--- config.mk ---
export PLATFORM = sky130hd
export DESIGN_NAME = percent_escape_decoder_flat
export DESIGN_NICKNAME = d
export VERILOG_FILES = /design/src/design/pctd_pkg.sv /design/src/design/pctd_if.sv /design/src/design/percent_escape_decoder.sv /design/src/design/pctd_front.sv /design/src/design/pctd_queue.sv /design/src/design/pctd_back.sv /design/src/flat_wrapper.sv
export SDC_FILE = /design/constraint.sdc
export NUM_CORES = 1
export LEC_CHECK = 0
export ABC_AREA = 0
export BUFFER_PORTS_ARGS = -buffer_cell sky130_fd_sc_hd__buf_2
export CAP_MARGIN = 40
export CORE_ASPECT_RATIO = 0.5
export CORE_MARGIN = 1.5
export CORE_UTILIZATION = 55
export CTS_CLUSTER_DIAMETER = 120
export CTS_CLUSTER_SIZE = 16
export DETAILED_ROUTE_END_ITERATION = 8
export PLACE_DENSITY = 0.84
export SETUP_SLACK_MARGIN = 0.1
export SLEW_MARGIN = 20
export SYNTH_ARGS = -nofsm -noshare
export SYNTH_HDL_FRONTEND = slang
export SYNTH_SLANG_ARGS = --single-unit
export TNS_END_PERCENT = 5
--- constraint.sdc ---
create_clock -name i_clk -period 4 [get_ports i_clk]
set_clock_uncertainty 0.2 [all_clocks]
set_input_delay 0 -clock i_clk [delete_from_list [all_inputs] [get_ports i_clk]]
set_output_delay 0 -clock i_clk [all_outputs]
set_load 0.05 [all_outputs]
--- src/design/pctd_pkg.sv ---
// Package for the percent-escape decoder: command type passed from the front
// to the back, queue status, character constants and the hex digit decoder.
// No dependencies.
package pctd_pkg;

    // Character codes.
    localparam logic [7:0] PCT_CHAR   = 8'h25;
    localparam logic [7:0] DIGIT_BASE = 8'h30;
    localparam logic [7:0] UPPER_BASE = 8'h37;
    localparam logic [7:0] LOWER_BASE = 8'h57;
    localparam logic [7:0] UPPER_A    = 8'h41;
    localparam logic [7:0] LOWER_A    = 8'h61;

    // Default depth of the command queue between front and back.
    localparam int QUEUE_DEPTH = 2;

    // One classified item: up to three bytes to emit, their count, and the
    // string-end flag of the item that caused them.
    typedef struct packed {
        logic [2:0][7:0] bytes;
        logic [1:0]      cnt;
        logic            last;
    } t_cmd;

    // Queue status seen by the front and the back.
    typedef struct packed {
        logic full;
        logic nonempty;
    } t_q_stat;

    // Hex digit decode: bit 4 is the valid flag, bits 3:0 the value.
    function automatic logic [4:0] hex_decode(input logic [7:0] c);
        logic [7:0] d;
        d = 8'h00;
        if (c >= DIGIT_BASE && c <= 8'h39) begin
            d = c - DIGIT_BASE;
            return {1'b1, d[3:0]};
        end else if (c >= UPPER_A && c <= 8'h46) begin
            d = c - UPPER_BASE;
            return {1'b1, d[3:0]};
        end else if (c >= LOWER_A && c <= 8'h66) begin
            d = c - LOWER_BASE;
            return {1'b1, d[3:0]};
        end
        return 5'b0_0000;
    endfunction

endpackage

--- src/design/pctd_if.sv ---
// Handshake interfaces for the percent-escape decoder channels.
// Depends on nothing; carries valid, ready and the item payload.
interface pctd_in_if;
    logic       valid;
    logic       ready;
    logic [7:0] in_byte;
    logic       in_last;

    modport source (output valid, output in_byte, output in_last, input ready);
    modport sink   (input valid, input in_byte, input in_last, output ready);
endinterface

interface pctd_out_if;
    logic       valid;
    logic       ready;
    logic [7:0] out_byte;
    logic       run_last;
    logic       string_end;

    modport source (output valid, output out_byte, output run_last,
                    output string_end, input ready);
    modport sink   (input valid, input out_byte, input run_last,
                    input string_end, output ready);
endinterface

--- src/design/percent_escape_decoder.sv ---
// Percent-escape decoder top level: front classifier, command queue, back
// expander. Depends on pctd_pkg, pctd_if and the pctd_* modules.
//
//   channel   direction   payload                          handshake
//   i_in      in          in_byte[7:0], in_last            valid / ready
//   o_out     out         out_byte[7:0], run_last,         valid / ready
//                         string_end
//
// One input item is taken per cycle while the queue has room. Each item
// leaves zero to three bytes; the output register sends one byte per cycle
// while the receiver is ready, so an item with two or three bytes holds the
// back and the queue (QUEUE_DEPTH commands) fills behind it. Results pass
// through the queue, then the output register. Reset is synchronous,
// active low, and clears the escape phase, queue and output valid.
module percent_escape_decoder #(
    parameter int QUEUE_DEPTH = pctd_pkg::QUEUE_DEPTH
) (
    input  logic        i_clk,
    input  logic        i_rst_n,
    pctd_in_if.sink     i_in,
    pctd_out_if.source  o_out
);

    pctd_pkg::t_cmd    cmd;
    pctd_pkg::t_cmd    head;
    pctd_pkg::t_q_stat q_stat;
    logic              push;
    logic              pop;

    // Classify input items.
    pctd_front u_front (
        .i_clk    (i_clk),
        .i_rst_n  (i_rst_n),
        .i_in     (i_in),
        .i_q_stat (q_stat),
        .o_push   (push),
        .o_cmd    (cmd)
    );

    // Decouple front and back.
    pctd_queue #(
        .DEPTH (QUEUE_DEPTH)
    ) u_queue (
        .i_clk   (i_clk),
        .i_rst_n (i_rst_n),
        .i_push  (push),
        .i_cmd   (cmd),
        .i_pop   (pop),
        .o_head  (head),
        .o_stat  (q_stat)
    );

    // Emit decoded bytes.
    pctd_back u_back (
        .i_clk    (i_clk),
        .i_rst_n  (i_rst_n),
        .i_head   (head),
        .i_q_stat (q_stat),
        .o_pop    (pop),
        .o_out    (o_out)
    );

    // A command is never pushed into a full queue.
    a_no_push_full: assert property (@(posedge i_clk) disable iff (!i_rst_n)
        push |-> !q_stat.full)
        else $error("command pushed into a full queue");

    // Popping a command always presents its final byte next.
    a_pop_run_last: assert property (@(posedge i_clk) disable iff (!i_rst_n)
        pop |=> (o_out.valid && o_out.run_last))
        else $error("popped command did not end its run");

    // The end of a string is only flagged on the end of a run.
    a_end_on_run: assert property (@(posedge i_clk) disable iff (!i_rst_n)
        (o_out.valid && o_out.string_end) |-> o_out.run_last)
        else $error("string end flagged mid run");

    // A pop only happens with a command waiting.
    a_pop_nonempty: assert property (@(posedge i_clk) disable iff (!i_rst_n)
        pop |-> q_stat.nonempty)
        else $error("pop from an empty queue");

endmodule

--- src/design/pctd_front.sv ---
// Front end of the percent-escape decoder: accepts input items, tracks the
// escape phase and turns each item that produces bytes into a queue command.
// Depends on pctd_pkg and pctd_if.
module pctd_front (
    input  logic               i_clk,
    input  logic               i_rst_n,
    pctd_in_if.sink            i_in,
    input  pctd_pkg::t_q_stat  i_q_stat,
    output logic               o_push,
    output pctd_pkg::t_cmd     o_cmd
);

    typedef enum logic [1:0] {
        PH_IDLE  = 2'd0,
        PH_PCT   = 2'd1,
        PH_DIGIT = 2'd2
    } t_phase;

    t_phase     r_phase, n_phase;
    logic [7:0] r_first, n_first;
    logic       accept;
    logic [4:0] hex_c;
    logic [4:0] hex_f;

    assign i_in.ready = !i_q_stat.full;
    assign accept     = i_in.valid && i_in.ready;
    assign hex_c      = pctd_pkg::hex_decode(i_in.in_byte);
    assign hex_f      = pctd_pkg::hex_decode(r_first);

    // Classify the current byte against the pending escape.
    always_comb begin
        n_phase         = r_phase;
        n_first         = r_first;
        o_cmd.bytes     = '0;
        o_cmd.cnt       = 2'd0;
        o_cmd.last      = i_in.in_last;
        case (r_phase)
            PH_PCT: begin
                if (!i_in.in_last && hex_c[4]) begin
                    n_first = i_in.in_byte;
                    n_phase = PH_DIGIT;
                end else begin
                    o_cmd.bytes[0] = pctd_pkg::PCT_CHAR;
                    o_cmd.bytes[1] = i_in.in_byte;
                    o_cmd.cnt      = 2'd2;
                    n_phase        = PH_IDLE;
                end
            end
            PH_DIGIT: begin
                if (hex_c[4] && hex_f[4]) begin
                    o_cmd.bytes[0] = {hex_f[3:0], hex_c[3:0]};
                    o_cmd.cnt      = 2'd1;
                end else begin
                    o_cmd.bytes[0] = pctd_pkg::PCT_CHAR;
                    o_cmd.bytes[1] = r_first;
                    o_cmd.bytes[2] = i_in.in_byte;
                    o_cmd.cnt      = 2'd3;
                end
                n_phase = PH_IDLE;
            end
            default: begin
                if (i_in.in_byte == pctd_pkg::PCT_CHAR && !i_in.in_last) begin
                    n_phase = PH_PCT;
                end else begin
                    o_cmd.bytes[0] = i_in.in_byte;
                    o_cmd.cnt      = 2'd1;
                    n_phase        = PH_IDLE;
                end
            end
        endcase
    end

    // Only items that produce bytes enter the queue.
    assign o_push = accept && (o_cmd.cnt != 2'd0);

    // Escape state.
    always_ff @(posedge i_clk) begin
        if (!i_rst_n) begin
            r_phase <= PH_IDLE;
            r_first <= 8'h00;
        end else if (accept) begin
            r_phase <= n_phase;
            r_first <= n_first;
        end
    end

endmodule

--- src/design/pctd_queue.sv ---
// Command queue between the front and back of the percent-escape decoder.
// A small circular buffer of flip-flops; depends on pctd_pkg.
module pctd_queue #(
    parameter int DEPTH = pctd_pkg::QUEUE_DEPTH
) (
    input  logic              i_clk,
    input  logic              i_rst_n,
    input  logic              i_push,
    input  pctd_pkg::t_cmd    i_cmd,
    input  logic              i_pop,
    output pctd_pkg::t_cmd    o_head,
    output pctd_pkg::t_q_stat o_stat
);

    localparam int PTR_W = (DEPTH > 1) ? $clog2(DEPTH) : 1;
    localparam int CNT_W = $clog2(DEPTH + 1);
    localparam logic [PTR_W-1:0] LAST_PTR = PTR_W'(DEPTH - 1);
    localparam logic [CNT_W-1:0] FULL_CNT = CNT_W'(DEPTH);

    pctd_pkg::t_cmd   r_mem [DEPTH];
    logic [PTR_W-1:0] r_wr, r_rd;
    logic [CNT_W-1:0] r_count;
    logic             do_push, do_pop;

    assign o_stat.full     = (r_count == FULL_CNT);
    assign o_stat.nonempty = (r_count != '0);
    assign do_push         = i_push && !o_stat.full;
    assign do_pop          = i_pop && o_stat.nonempty;
    assign o_head          = r_mem[r_rd];

    // Storage; no reset needed for payload.
    always_ff @(posedge i_clk) begin
        if (do_push) begin
            r_mem[r_wr] <= i_cmd;
        end
    end

    // Pointers and fill count.
    always_ff @(posedge i_clk) begin
        if (!i_rst_n) begin
            r_wr    <= '0;
            r_rd    <= '0;
            r_count <= '0;
        end else begin
            if (do_push) begin
                r_wr <= (r_wr == LAST_PTR) ? '0 : r_wr + 1'b1;
            end
            if (do_pop) begin
                r_rd <= (r_rd == LAST_PTR) ? '0 : r_rd + 1'b1;
            end
            if (do_push && !do_pop) begin
                r_count <= r_count + 1'b1;
            end else if (do_pop && !do_push) begin
                r_count <= r_count - 1'b1;
            end
        end
    end

endmodule

--- src/design/pctd_back.sv ---
// Back end of the percent-escape decoder: walks the bytes of the queue head
// into a registered output stage. Depends on pctd_pkg and pctd_if.
module pctd_back (
    input  logic              i_clk,
    input  logic              i_rst_n,
    input  pctd_pkg::t_cmd    i_head,
    input  pctd_pkg::t_q_stat i_q_stat,
    output logic              o_pop,
    pctd_out_if.source        o_out
);

    logic [1:0] r_idx;
    logic       r_valid;
    logic [7:0] r_byte;
    logic       r_run_last;
    logic       r_string_end;
    logic       load;
    logic       at_end;
    logic [7:0] sel_byte;

    assign load   = i_q_stat.nonempty && (!r_valid || o_out.ready);
    assign at_end = (r_idx == (i_head.cnt - 2'd1));
    assign o_pop  = load && at_end;

    // Pick the byte of the head command that goes out next.
    always_comb begin
        case (r_idx)
            2'd0:    sel_byte = i_head.bytes[0];
            2'd1:    sel_byte = i_head.bytes[1];
            2'd2:    sel_byte = i_head.bytes[2];
            default: sel_byte = 8'h00;
        endcase
    end

    // Output register and byte index.
    always_ff @(posedge i_clk) begin
        if (!i_rst_n) begin
            r_valid <= 1'b0;
            r_idx   <= 2'd0;
        end else begin
            if (load) begin
                r_valid <= 1'b1;
                r_idx   <= at_end ? 2'd0 : r_idx + 2'd1;
            end else if (o_out.ready) begin
                r_valid <= 1'b0;
            end
        end
    end

    always_ff @(posedge i_clk) begin
        if (load) begin
            r_byte       <= sel_byte;
            r_run_last   <= at_end;
            r_string_end <= at_end && i_head.last;
        end
    end

    assign o_out.valid      = r_valid;
    assign o_out.out_byte   = r_byte;
    assign o_out.run_last   = r_run_last;
    assign o_out.string_end = r_string_end;

endmodule
--- src/flat_wrapper.sv ---
// flat-port wrapper written by rule: the top's interface ports become plain ports
module percent_escape_decoder_flat 
#(
    parameter int QUEUE_DEPTH = pctd_pkg::QUEUE_DEPTH
)
  (i_clk, i_rst_n, i_in_valid, i_in_in_byte, i_in_in_last, i_in_ready, o_out_valid, o_out_out_byte, o_out_run_last, o_out_string_end, o_out_ready);
  pctd_in_if i_in_i ();
  pctd_out_if o_out_i ();
  input  logic i_clk;
  input  logic i_rst_n;
  input wire logic [$bits(i_in_i.valid)-1:0] i_in_valid;
  input wire logic [$bits(i_in_i.in_byte)-1:0] i_in_in_byte;
  input wire logic [$bits(i_in_i.in_last)-1:0] i_in_in_last;
  output wire logic [$bits(i_in_i.ready)-1:0] i_in_ready;
  output wire logic [$bits(o_out_i.valid)-1:0] o_out_valid;
  output wire logic [$bits(o_out_i.out_byte)-1:0] o_out_out_byte;
  output wire logic [$bits(o_out_i.run_last)-1:0] o_out_run_last;
  output wire logic [$bits(o_out_i.string_end)-1:0] o_out_string_end;
  input wire logic [$bits(o_out_i.ready)-1:0] o_out_ready;
  assign i_in_i.valid = i_in_valid;
  assign i_in_i.in_byte = i_in_in_byte;
  assign i_in_i.in_last = i_in_in_last;
  assign i_in_ready = i_in_i.ready;
  assign o_out_valid = o_out_i.valid;
  assign o_out_out_byte = o_out_i.out_byte;
  assign o_out_run_last = o_out_i.run_last;
  assign o_out_string_end = o_out_i.string_end;
  assign o_out_i.ready = o_out_ready;
  percent_escape_decoder #(.QUEUE_DEPTH(QUEUE_DEPTH)) u_core (.i_clk(i_clk), .i_rst_n(i_rst_n), .i_in(i_in_i), .o_out(o_out_i));
endmodule
Word-level counts from Yosys, hierarchy flattened --
Memories as Yosys holds them, arrays and structs flattened. A register that Yosys moved wholly into a read port is not among the register bits. Index checks and enable logic that the tools add are counted.
Operators by class: $add $sub $neg 12, $lt $le $gt $ge 12, equal/unequal tests 7, multiplexer cells 36, reduce and logical (&&, ||, !) cells 30
Operator list (number):
- 5-bit 2-to-1 mux | 8
- 8-bit by 7-bit >= comparator with 1-bit output, second input constant | 4
- 8-bit by 7-bit <= comparator with 1-bit output, second input constant | 4
- 8-bit case mux with 3 select lines | 1
- 10-bit 2-to-1 mux | 2
- 10-bit case mux with 2 select lines | 1
- 1-bit logical AND | 18
- 18-bit 2-to-1 mux | 1
- 8-bit by 6-bit >= comparator with 1-bit output, second input constant | 2
- 8-bit by 6-bit <= comparator with 1-bit output, second input constant | 2
- 16-bit 2-to-1 mux | 1
- 8-bit case mux with 2 select lines | 1
- 4-bit by 3-bit subtractor with 4-bit output, second input constant | 4
- 1-bit 2-to-1 mux | 15
- 8-bit by 6-bit equality test with 1-bit output, second input constant | 1
- 2-bit 2-to-1 mux | 4
- 8-bit 2-to-1 mux | 1
- 2-bit nonzero test | 4
- 4-bit by 1-bit subtractor with 4-bit output, second input constant | 2
- 2-bit equality test, second input constant | 3
- 1-bit logical NOT | 5
- 2-bit by 1-bit adder with 2-bit output, second input constant | 2
- 2-bit by 1-bit equality test with 1-bit output, second input constant | 2
- 2-bit case mux with 2 select lines | 1
- other kinds (6) | 8
Storage, ports and cells: bits in registers 27, RAM bits 54, bits of input ports 13, output and inout port bits 12, logic and storage cells 108, memories kept 1
Memories:
- u_core.u_queue.r_mem | words 2, width 27, read ports 1, clocked after memory_dff 1, wr ports 1, line pctd_queue.sv:20 | pctd_pkg::t_cmd r_mem [DEPTH];

Depth between registers and ports, before layout --
Gate-level depths: netlist (run 1).
word-level depth 16, gate-level depth with buffers 10

Hierarchy --
From an unflattened synthesis (run 1), not the netlist that was laid out.
Second synthesis, totals: cells, all modules 311, area total of the unflattened synthesis 3962.6 µm²
By module, submodules not included:
- pctd_queue | instances 1, cells an instance 109, area an instance 2182.1 µm², sequential area each 1721.7 µm²
- pctd_front | instances 1, cells an instance 147, area an instance 1133.6 µm², sequential area each 200.2 µm²
- pctd_back | instances 1, cells an instance 55, area an instance 646.9 µm², sequential area each 360.3 µm²

Worst setup path before layout (run 1) --
No wires, ideal clock.
path kind register to register, from register u_core.u_front.r_phase[0], to memory u_core.u_queue.r_mem[0][0] in the netlist's numbering (enable), library setup time 414 ps, data arrival time 2614 ps, required time 3386 ps, slack 772 ps, stages on the path, launching flop included 7, clock period less this slack 3228 ps, path through dfxtp_1 -> inv_1 -> ha_1 -> nand2b_1 -> a31oi_1 -> o21a_1 -> nor2b_1
Between the ends: cells in the longest elaborated chain, start to end 7
Ends and longest elaborated chain:
- start, declared | line pctd_front.sv:19 | t_phase r_phase, n_phase;
- start signal, assigned | line pctd_front.sv:82 | r_phase <= n_phase;
- 2-bit equality test / 2-bit by 1-bit equality test with 1-bit output (equally long branches) | line pctd_front.sv:37 | case (r_phase)
- 10-bit case mux with 2 select lines * | line pctd_front.sv:37
- 2-bit nonzero test * | line pctd_front.sv:74 | assign o_push = accept && (o_cmd.cnt != 2'd0);
- 1-bit logical AND * | line pctd_front.sv:74
- 1-bit logical AND * | line pctd_queue.sv:27 | assign do_push = i_push && !o_stat.full;
- via u_core.u_queue.do_push | line pctd_queue.sv:23 | logic do_push, do_pop;
- 1-bit 2-to-1 mux * | line pctd_queue.sv:33 | if (do_push) begin
- 1-bit 2-to-1 mux (not written as such) * | line pctd_queue.sv:34 | r_mem[r_wr] <= i_cmd;
- end, declared | line pctd_queue.sv:20
The timed path passes the listed nets; every way through them passes the cells marked *.

Worst setup path in the final report (run 1) --
from input port i_in_in_byte[1], to register u_core.u_queue.r_count[1]
Between the ends: cells in the longest elaborated chain, start to end 15
Ends and longest elaborated chain:
- start, declared | line flat_wrapper.sv:12 | input wire logic [$bits(i_in_i.in_byte)-1:0] i_in_in_byte;
- 8-bit by 7-bit >= comparator with 1-bit output / 8-bit by 7-bit <= comparator with 1-bit output (equally long branches) | line pctd_pkg.sv:41 | end else if (c >= LOWER_A && c <= 8'h66) begin
- 1-bit logical AND | line pctd_pkg.sv:41
- 1-bit 2-to-1 mux | line pctd_pkg.sv:41
- 1-bit 2-to-1 mux | line pctd_pkg.sv:38 | end else if (c >= UPPER_A && c <= 8'h46) begin
- 1-bit 2-to-1 mux | line pctd_pkg.sv:35 | if (c >= DIGIT_BASE && c <= 8'h39) begin
- 5-bit 2-to-1 mux | line pctd_pkg.sv:45 | return 5'b0_0000;
- 1-bit logical AND (on tied branches) | line pctd_front.sv:50, pctd_front.sv:39
- 10-bit 2-to-1 mux / 18-bit 2-to-1 mux (equally long branches) | line pctd_front.sv:50, pctd_front.sv:39
- 10-bit case mux with 2 select lines * | line pctd_front.sv:37
- 2-bit nonzero test * | line pctd_front.sv:74
- 1-bit logical AND * | line pctd_front.sv:74
- 1-bit logical AND * | line pctd_queue.sv:27
- via u_core.u_queue.do_push | line pctd_queue.sv:23
- 1-bit logical NOT | line pctd_queue.sv:53 | end else if (do_pop && !do_push) begin
- 1-bit logical AND | line pctd_queue.sv:53
- 2-bit nonzero test (no source line)
- end signal, assigned | line pctd_queue.sv:52 | r_count <= r_count + 1'b1;
- end signal, assigned | line pctd_queue.sv:54 | r_count <= r_count - 1'b1;
- end, declared | line pctd_queue.sv:22 | logic [CNT_W-1:0] r_count;
Marks and branches as above. A chain may end at the register's enable or synchronous reset.

==> results.md, run 1 <==
- I/O Pins: 25
- Leakage: 0.001647 uW
- Root Buffer: clkbuf_16
- Reg2reg setup slack: 1.09 ns
- DIE WIDTH: 120.5 um
- Core area: 6674 sq um
- Period utilisation layout: 75.22%
- Cts bufs inserted: 9
- Nets: 351
- Synth top area cells: edfxtp_1 51%, dfxtp_1 9.5%, ha_1 4.3%, a222oi_1 4.2%, mux2i_1 3.2%
- Post_cts resized: 0
- GPL Wtd Cong: 0.9422
- Initial antenna violation count: 0
- Relative slew margins: 57.59%
- DRC Markers: 0
- Total wire length: 8018 um
- Worst Hold Depth: 2
- CP max FO: 8
- WL per Instance: 19.00 um
- Worst R2R End: u_core.u_queue.r_count[1]
- Register area: 2282 sq um
- Seq/Total Area, Yosys: 60.14%
- DRT antenna net count: 0
- Mapped Cells: 292
- N_diodes: 0
- Number of port buffers: 24
- Post-Route Setup TNS: 0 ns
- Reg2Reg Depth: 8
- EDFF count, synth: 64
- Asr flop ratio synth: 0%
- Mapped cell area: 3795 sq um
- DR iter-0 viols: 336
- Die Area: 7437 sq um
- Detailed placement HPWL: 5611 um
- RSZ-0062 raised after global routing: no
- CP Capture Type: flop
- Number of global-route vias before repair: 2366
- Critical Path AT: 3.06 ns
- Overflow after GRT: 0
- CTS Sinks: 82
- Clock-pin slew on the worst setup and hold paths: 0.06 ns
- Main synth FF type: edfxtp_1
- Status: complete, no violations
- Synth unique cells: 56
- #FFs+latches synth: 82
- First-pass GRT wire length: 12290 um
- Post-synth top area share: 50.64%
- Synth Area per Inst: 13.00 sq um
- Via density per instance: 6.258
- Initial DRT Pass Iterations: 6
- Fin util: 65.71%
- Via count: 2641
- PnR Total Power: 2741 uW
- Initial core utilization: 56.86%
- Largest net degree at the start of global routing: 28
- Pwr Density: 625.1 nW/um^2
- Post-CTS Setup Repair Bufs: 0
- Min Tclk post-route: 3.009 ns
- Synthesized Nets: 318
- Fill cells: 477
- Overall Global Routing Usage: 22.72%
- Hold Path End: u_core.u_queue.r_mem[1][26]
- Setup violators final: 0
- Worst Tran Pin Value: 0.6353 ns
- Hold Crit Start: i_in_in_byte[7]
- Critical Path RT: 4.05 ns
- Hold WC Path Type: in2reg
- Max frequency: 332.3 MHz
- Ys Warns: 0
- Clock buffer depth: 2
- P&R area growth vs syn: 15.56%
- FP Rows: 21
- Critical Path Start Type: primary input
- Layout cell share with drive strength beyond 1: 15.76%
- Worst Setup Path Type: in2reg
- Skew-Pair Late Insertion Delay: 0.33 ns
- Area of the multi-input gates: 1396 sq um
- Max VDD drop: 205.5 uV
- Max Transition Viols Final: 0
- Max-cap violation count: 0
- Area leader, netlist: edfxtp_1
- H-Tree Depth: 3
- Final Hold Fails: 0
- CTS tree: yes
- CTS Hold Bufs: 11
- Die height: 61.74 um
-- area by class of cell --
cell class              instances  area share [%]
clock buffers                  11           5.307
clock inverters                 5           1.312
well taps                      92           2.625
inverters                      13           1.113
flip-flops and latches         82           52.04
repair buffers                 38           5.763
multi-input cells             181           31.84
-- sequential cells by signal, indices dropped and copies added, names as in the netlist, named ones only --
signal,count
u_core.u_back.o_out.out_byte,8
u_core.u_queue.r_wr,1
u_core.u_queue.r_rd,1
u_core.u_back.o_out.run_last,1
u_core.u_back.r_idx,2
u_core.u_front.r_first,8
u_core.u_front.r_phase,2
u_core.u_back.o_out.valid,1
u_core.u_back.o_out.string_end,1
u_core.u_queue.r_mem,54
u_core.u_queue.r_count,2
-- power breakdown --
part / internal (uW) / leakage (uW) / switching [uW] / total [uW]
Clock: 483 / 0.000143 / 309 / 792
Combinational: 226 / 0.000753 / 521 / 746
Sequential: 1120 / 0.000751 / 81.1 / 1200
-- layer usage --
metal	part of all wire, %	track usage [%]	vias up
li1	-	-	1207
met1	43	31.00	1275
met2	45	37.58	150
met3	10	5.474	9
met4	1.0	6.555	0
met5	0	0	-
-- cell families after synthesis --
family	count (synthesis)	synth area share (%)
flip-flops	82	60.14
AND/OR/NAND/NOR	79	11.57
AO/OA/AOI/OAI	70	16.02
buffers and inverters	29	3.132
multiplexers	13	3.462
adder cells (fa/ha/maj)	13	4.286
XOR/XNOR	6	1.385
-- cell usage in the layout, fill, tap and decap left out, types with 2 or more instances in the layout --
cell,instances
a211oi_1,10
a21oi_1,8
a222oi_1,16
a32o_1,8
and2_1,4
and3_1,8
buf_2,24
buf_4,3
clkbuf_1,2
clkbuf_16,9
clkinv_2,2
clkinv_4,2
dfxtp_1,18
dlygate4sd3_1,11
edfxtp_1,64
ha_1,13
inv_1,13
mux2i_1,12
nand2_1,13
nand2b_1,7
nand3_1,5
nand4_1,2
nor2_1,15
nor2b_1,10
nor3_1,2
nor4b_1,3
o21a_1,2
o21ai_0,5
o22ai_1,2
o31ai_2,2
or3_1,2
xnor2_1,4
xor2_1,2
-- worst max path at each step --
stage / start / endpoint / depth (start not counted)
after floorplan: u_core.u_front.r_phase[0] / u_core.u_queue.r_mem[0][0] / 6
after global placement: flop / u_core.u_queue.r_count[1] / 8
after detailed placement: flop / u_core.u_queue.r_count[1] / 8
after CTS: i_in_in_byte[1] / u_core.u_queue.r_count[1] / 11
after global routing: i_in_in_byte[1] / u_core.u_queue.r_count[1] / 11
final: i_in_in_byte[1] / u_core.u_queue.r_count[1] / 11
-- stage by stage --
stage / setup slack, ns / std cells / hold WS [ns] / instance area, sq um
finish: 0.9911 / 422 / 0.02643 / 4385
global route: 0.8618 / 422 / 0.02705 / 4385
CTS: 1.055 / 422 / 0.004257 / 4385
detailed placement: 1.120 / 395 / 0.05477 / 3985
global placement: 1.274 / 394 / 0.04754 / 3978
floorplan: 0.7723 / 292 / -0.1011 / 3795
-- synth_stat cells, drive strengths merged (5+ instances only) --
library cell,n
a211oi,10
a21oi,8
a222oi,16
a32o,8
and3,8
clkbuf,13
dfxtp,18
edfxtp,64
ha,13
inv,13
mux2i,12
nand2,13
nand2b,7
nand3,5
nor2,15
nor2b,11
o21ai,6
-- critical path, cell delays in order --
cell and delay (ns):
dlygate4sd3_1 0.52, buf_2 0.20, inv_1 0.10, ha_1 0.23, nor3b_1 0.25, o21ai_0 0.21, a31oi_1 0.49, o21a_1 0.25
ha_1 0.28, or3_1 0.38, a21oi_1 0.15
No activity file was read; power rests on OpenSTA's default activity.
==> inputs of run 2 (changes only) <==
==> constraint.sdc (replaced) <==
create_clock -name i_clk -period 3 [get_ports i_clk]
set_clock_uncertainty 0.2 [all_clocks]
set_input_delay 0 -clock i_clk [delete_from_list [all_inputs] [get_ports i_clk]]
set_output_delay 0 -clock i_clk [all_outputs]
set_load 0.05 [all_outputs]
==> results.md, run 2 (synthesized netlist as in run 1, its figures left out) <==
- Critical path's largest stage delay: 0.52 ns (about the same)
- Via count: 2737 (was 2641)
- Number of port buffers: 24 (unchanged)
- Largest reg by FF count: u_core.u_queue.r_mem (unchanged)
- Hold WC Path Type: in2reg (unchanged)
- DRC Markers: 0 (unchanged)
- Initial core utilization: 56.86% (unchanged)
- CP Buf/Inv Count: 1 (was 3)
- Hold Crit Start: i_in_in_byte[7] (unchanged)
- Via density per instance: 6.455 (was 6.258)
- H-Tree Depth: 3 (unchanged)
- Post-CTS Setup Repair Bufs: 0 (unchanged)
- Leakage: 0.001672 uW (was 0.001647 uW)
- N_diodes: 0 (unchanged)
- Worst Tran Pin Value: 0.6338 ns (was 0.6353 ns)
- Worst R2R End: u_core.u_queue.r_mem[1][8] (was u_core.u_queue.r_count[1])
- Reg2reg setup slack: 0.23 ns (was 1.09 ns)
- Max Transition Viols Final: 0 (unchanged)
- Critical Path RT: 2.82 ns (was 4.05 ns)
- Nets: 354 (was 351)
- DRT antenna net count: 0 (unchanged)
- CP max FO: 6 (was 8)
- Worst Setup Path Type: reg2reg (was in2reg)
- Detailed placement HPWL: 5769 um (was 5611 um)
- GPL Wtd Cong: 0.9959 (was 0.9422)
- Critical Path AT: 2.60 ns (was 3.06 ns)
- CTS Sinks: 82 (unchanged)
- Max-cap violation count: 0 (unchanged)
- Skew-Pair Late Insertion Delay: 0.33 ns (about the same)
- Max VDD drop: 298.5 uV (was 205.5 uV)
- I/O Pins: 25 (unchanged)
- Post-Route Setup TNS: 0 ns (unchanged)
- First-pass GRT wire length: 13090 um (was 12290 um)
- Setup violators final: 0 (unchanged)
- RSZ-0062 raised after global routing: no (unchanged)
- Area of the multi-input gates: 1411 sq um (was 1396 sq um)
- DR iter-0 viols: 433 (was 336)
- WL per Instance: 20.65 um (was 19.00 um)
- Initial antenna violation count: 0 (unchanged)
- Fill cells: 489 (was 477)
- Critical Path Start Type: flop (was primary input)
- Relative slew margins: 57.75% (was 57.59%)
- Root Buffer: clkbuf_16 (unchanged)
- Crit-path slowest cell: a2111oi_4 (was dlygate4sd3_1)
- Critical-path cell list: inv_1, ha_1, o21bai_4, a2111oi_4, a41oi_2, o31ai_2, o2111ai_1 (was dlygate4sd3_1, buf_2, inv_1, ha_1, nor3b_1, o21ai_0, a31oi_1, o21a_1, ha_1, or3_1, a21oi_1)
- Number of global-route vias before repair: 2454 (was 2366)
- Max reg flops: 54 (unchanged)
- Overall Global Routing Usage: 24.24% (was 22.72%)
- Core area: 6674 sq um (unchanged)
- CP Capture Type: flop (unchanged)
- Register area: 2282 sq um (unchanged)
- Overflow after GRT: 0 (unchanged)
- Die Area: 7437 sq um (unchanged)
- FF-to-FF Start: u_core.u_front.r_first[1]
- Clock buffer depth: 2 (unchanged)
- Status: complete, no violations (unchanged)
- Max frequency: 360.5 MHz
- Crit path max-delay family: compound AO/OA/AOI/OAI gates (unchanged)
- Clock-pin slew on the worst setup and hold paths: 0.06 ns (about the same)
- Leading cell type in the layout, fill and taps excluded: edfxtp_1 (unchanged)
- Period utilisation layout: 92.47%
- Final Hold Fails: 0 (unchanged)
- Pwr Density: 835.3 nW/um^2 (was 625.1 nW/um^2)
- Largest net degree at the start of global routing: 28 (unchanged)
- FP Rows: 21 (unchanged)
- Total wire length: 8756 um (was 8018 um)
- DIE WIDTH: 120.5 um (unchanged)
- Hold Path End: u_core.u_queue.r_mem[1][26] (unchanged)
- P&R area growth vs syn: 16.58% (was 15.56%)
- Placed cell count: 398 (was 395)
- Most frequent cells in the layout: 64 x edfxtp_1, 24 x buf_2, 18 x dfxtp_1 (unchanged)
- Cts bufs inserted: 9 (unchanged)
- Min Tclk post-route: 2.774 ns
- Initial DRT Pass Iterations: 6 (unchanged)
- CTS tree: yes (unchanged)
- Reg2Reg Depth: 7 (was 8)
- Worst Hold Depth: 2 (unchanged)
- Post-Layout Cell Count: 424 (was 422)
- Layout cell share with drive strength beyond 1: 17.17% (was 15.76%)
- Die height: 61.74 um (unchanged)
==> run 2: changes by cell type in the layout (fill, tap and decap cells not counted) <==
cell and delta:
buf_4 +3, clkbuf_1 -2, inv_6 +1, nor4bb_1 -1, nor4bb_4 +1, o21ai_0 -1, o21ai_1 +1
==> run 2: worst register-to-register path: cells and delay by family (launching register included) <==
kind | cells | cell delay [ns]
AOI/OAI and AO/OA | 5 | 1.49
adders and majority gates | 1 | 0.27
buffers and inverters | 1 | 0.15
DFF | 1 | 0.36
==> run 2: worst max-delay path by stage <==
stage | start | to | slack, ns | cells past startpoint
after floorplan | u_core.u_front.r_phase[0] | u_core.u_queue.r_mem[0][0] | 0.27 | 6
after global placement | u_core.u_front.r_first[0] | u_core.u_queue.r_mem[0][15] | 0.44 | 7
after detailed placement | u_core.u_front.r_first[1] | u_core.u_queue.r_mem[0][16] | 0.33 | 7
after CTS | i_in_in_byte[0] | u_core.u_queue.r_count[1] | 0.24 | 11
after global routing | i_in_in_byte[1] | u_core.u_queue.r_count[1] | 0.13 | 11
final | u_core.u_front.r_first[1] | u_core.u_queue.r_mem[1][8] | 0.23 | 7
==> run 2: layer usage <==
metal	wire length, um	vias to the layer above	part of all wire [%]	global-route usage, %
li1	-	1218	-	-
met1	3653	1323	42	33.37
met3	943	27	11	5.931
met5	0	-	0	0
met4	220	0	2.5	8.908
met2	3939	169	45	38.72
==> run 2: what timing repair did <==
| item | CTS | global route |
|---|---|---|
| setup endpoints to repair | 0 | 1 |
| gates resized for setup | 0 | 3 |
| hold endpoints to repair | 44 | 0 |
| hold buffers | 11 | 0 |
==> run 2: report_power, final <==
| group | switching [uW] | internal, uW |
|---|---|---|
| Combinational | 728 | 319 |
| Clock | 426 | 642 |
| Sequential | 86.0 | 1490 |
==> run 2: through the flow <==
stage	hold slack [ns]	utilization, %	worst slack (ns)	power [uW]	instance area, sq um
finish	0.04959	66.29	0.2258	3695	4424
global route	0.04019	66.29	0.1336	3843	4424
CTS	0.02782	66.07	0.2374	3690	4409
detailed placement	0.03113	60.05	0.3291	2622	4008
global placement	0.03261	60.05	0.4413	2574	4008
floorplan	-0.1011	-	0.2720	2352	3797
==> run 2: area by class of cell <==
class                      count  area share [%]
clock buffer                   9           5.091
multi-input combinational    181           31.90
clock inverter                 6           1.499
timing repair buffer          41           6.222
tap                           92           2.602
sequential                    82           51.58
inverter                      13           1.103
==> inputs of run 3 (changes only) <==
==> constraint.sdc (replaced) <==
create_clock -name i_clk -period 3 [get_ports i_clk]
set_clock_uncertainty 0.2 [all_clocks]
set_input_delay 0.45 -clock i_clk [delete_from_list [all_inputs] [get_ports i_clk]]
set_output_delay 0.45 -clock i_clk [all_outputs]
set_load 0.05 [all_outputs]
==> results.md, run 3 (synthesized netlist as in run 1, its figures left out) <==
- Status: complete, no violations (unchanged)
- FF-to-FF Start: u_core.u_front.r_first[1] (unchanged)
- Switch Pwr: 1237 uW (was 1240 uW)
- RSZ-0062 raised after global routing: yes (was no)
- Largest reg by FF count: u_core.u_queue.r_mem (unchanged)
- Worst Tran Pin Value: 0.6203 ns (was 0.6338 ns)
- Detailed placement HPWL: 5730 um (was 5769 um)
- H-Tree Depth: 3 (unchanged)
- Cts bufs inserted: 9 (unchanged)
- Nets: 347 (was 354)
- I/O Pins: 25 (unchanged)
- Via count: 2645 (was 2737)
- Hold WC Path Type: in2reg (unchanged)
- GPL Wtd Cong: 0.8977 (was 0.9959)
- Post-Route Setup TNS: 0 ns (unchanged)
- Initial core utilization: 56.86% (unchanged)
- Critical Path Start Type: flop (unchanged)
- Overall Global Routing Usage: 23.91% (was 24.24%)
- DRC Markers: 0 (unchanged)
- Period utilisation layout: 91.79% (was 92.47%)
- Reg2reg setup slack: 0.25 ns (was 0.23 ns)
- Die height: 61.74 um (unchanged)
- Leakage: 0.001653 uW (was 0.001672 uW)
- Reg2Reg Depth: 7 (unchanged)
- Min Tclk post-route: 2.754 ns (was 2.774 ns)
- Max VDD drop: 366.3 uV (was 298.5 uV)
- Setup violators final: 0 (unchanged)
- CP endpoint: u_core.u_queue.r_mem[0][5] (was u_core.u_queue.r_mem[1][8])
- Critical path depth: 7 (unchanged)
- Combinational Power Share: 28.4% (was 28.3%)
- Most frequent cells in the layout: 64 x edfxtp_1, 24 x buf_2, 18 x dfxtp_1 (unchanged)
- Number of port buffers: 24 (unchanged)
- Critical path's largest stage delay: 0.49 ns (was 0.52 ns)
- Number of global-route vias before repair: 2442 (was 2454)
- Dpl cell area: 4068 sq um (was 4008 sq um)
- Worst R2R End: u_core.u_queue.r_mem[0][5] (was u_core.u_queue.r_mem[1][8])
- Crit-path slowest cell: a2111oi_4 (unchanged)
- Clock-pin slew on the worst setup and hold paths: 0.06 ns (about the same)
- Sequential share of power: 42.2% (was 42.8%)
- Layout cell share with drive strength beyond 1: 18.71% (was 17.17%)
- Core area: 6674 sq um (unchanged)
- CP Buf/Inv Count: 1 (unchanged)
- Pwr Density: 852.6 nW/um^2 (was 835.3 nW/um^2)
- Critical-path cell list: inv_1, ha_1, o21bai_4, a2111oi_4, a41oi_2, o31ai_2, nand4_1 (was inv_1, ha_1, o21bai_4, a2111oi_4, a41oi_2, o31ai_2, o2111ai_1)
- Internal power: 2494 uW (was 2455 uW)
- DR iter-0 viols: 409 (was 433)
- Final Hold Fails: 0 (unchanged)
- CTS Sinks: 82 (unchanged)
- N_diodes: 0 (unchanged)
- Max-cap violation count: 0 (unchanged)
- Max reg flops: 54 (unchanged)
- Relative slew margins: 58.65% (was 57.75%)
- Fill cells: 468 (was 489)
- Critical Path RT: 2.81 ns (was 2.82 ns)
- WL per Instance: 20.23 um (was 20.65 um)
- CTS Hold Bufs: 0 (was 11)
- Clock buffer depth: 2 (unchanged)
- Via density per instance: 6.328 (was 6.455)
- CTS tree: yes (unchanged)
- CP max FO: 6 (unchanged)
- Sw frac: 33.15% (was 33.55%)
- Max frequency: 363.2 MHz (was 360.5 MHz)
- Worst setup startpoint: u_core.u_front.r_first[1] (unchanged)
- Clk pwr share: 29.4% (was 28.9%)
- DRT antenna net count: 0 (unchanged)
- Design Area, Final: 4375 sq um (was 4424 sq um)
- Die Area: 7437 sq um (unchanged)
- DIE WIDTH: 120.5 um (unchanged)
- P&R area growth vs syn: 15.30% (was 16.58%)
- Skew-Pair Late Insertion Delay: 0.33 ns (about the same)
- Largest net degree at the start of global routing: 28 (unchanged)
- Max Transition Viols Final: 0 (unchanged)
- Total wire length: 8456 um (was 8756 um)
- Initial antenna violation count: 0 (unchanged)
- CP Capture Type: flop (unchanged)
- First-pass GRT wire length: 12700 um (was 13090 um)
- Overflow after GRT: 0 (unchanged)
- FP Rows: 21 (unchanged)
- Initial DRT Pass Iterations: 6 (unchanged)
- Leading cell type in the layout, fill and taps excluded: edfxtp_1 (unchanged)
- Critical Path AT: 2.56 ns (was 2.60 ns)
- Worst Setup Path Type: reg2reg (unchanged)
- Crit path max-delay family: compound AO/OA/AOI/OAI gates (unchanged)
- Root Buffer: clkbuf_16 (unchanged)
-- run 3: cell count changes in the layout (fill, tap and decap cells not counted), sizes merged --
cell	previous run	this run
dlygate4sd3	11	0
clkinv	4	3
buf	30	34
clkbuf	9	11
-- run 3: worst reg2reg max path, cell delays in order (launching register included) --
cell	delay, ns
dfxtp_1	0.37
inv_1	0.13
ha_1	0.23
o21bai_4	0.10
a2111oi_4	0.49
a41oi_2	0.14
o31ai_2	0.48
nand4_1	0.28
-- run 3: layer usage --
layer | vias to the layer above | GRT usage, % | wire length (um)
met1 | 1251 | 32.61 | 3553
met4 | 0 | 7.731 | 132
met5 | - | 0 | 0
met3 | 18 | 9.398 | 1033
li1 | 1203 | - | -
met2 | 173 | 35.96 | 3737
-- run 3: cell type report --
type | instances | area [sq um] | share of cell area, %
Sequential cell | 82 | 2282 | 52.16
Multi-Input combinational cell | 181 | 1405 | 32.11
Clock buffer | 11 | 242.7 | 5.548
Timing Repair Buffer | 34 | 220.2 | 5.033
Tap cell | 92 | 115.1 | 2.631
Clock inverter | 5 | 61.31 | 1.401
Inverter | 13 | 48.80 | 1.115
-- run 3: worst min-delay path by stage --
stage                            from                          to  slack [ns]  depth (start not counted)
2_1_floorplan  u_core.u_back.r_idx[1]      u_core.u_back.r_idx[1]        0.26                          2
3_3_place_gp   u_core.u_back.r_idx[1]      u_core.u_back.r_idx[1]        0.28                          2
3_5_place_dp   u_core.u_back.r_idx[1]      u_core.u_back.r_idx[1]        0.31                          2
4_1_cts                  i_in_in_last  u_core.u_queue.r_mem[1][0]        0.15                          1
5_1_grt                  i_in_in_last  u_core.u_queue.r_mem[1][0]        0.16                          1
6_report                 i_in_in_last  u_core.u_queue.r_mem[1][0]        0.17                          1
-- run 3: what timing repair did --
item / 4_1_cts / 5_1_grt
buffers inserted: 0 / 0
gates resized for setup: 0 / 1
setup endpoints to repair: 0 / 3
-- run 3: metrics by stage --
step | std cells | utilization [%] | setup WS, ns | hold WS [ns] | power, uW
after floorplan | 292 | - | 0.1108 | 0.2648 | 2355
after global placement | 402 | 60.95 | 0.1812 | 0.2766 | 2595
after detailed placement | 402 | 60.95 | 0.1494 | 0.3060 | 2637
after CTS | 418 | 65.50 | 0.2927 | 0.1507 | 3731
after global routing | 418 | 65.56 | 0.09792 | 0.1603 | 3877
final | 418 | 65.56 | 0.2463 | 0.1659 | 3730
-- run 3: power groups by stage --
stage / combinational [uW] / sequential, uW / clock [uW]
after floorplan: 502 / 1850 / 0
after global placement: 1010 / 1580 / 0
after detailed placement: 1040 / 1600 / 0
after CTS: 1050 / 1580 / 1100
after global routing: 1140 / 1600 / 1150
final: 1060 / 1580 / 1100
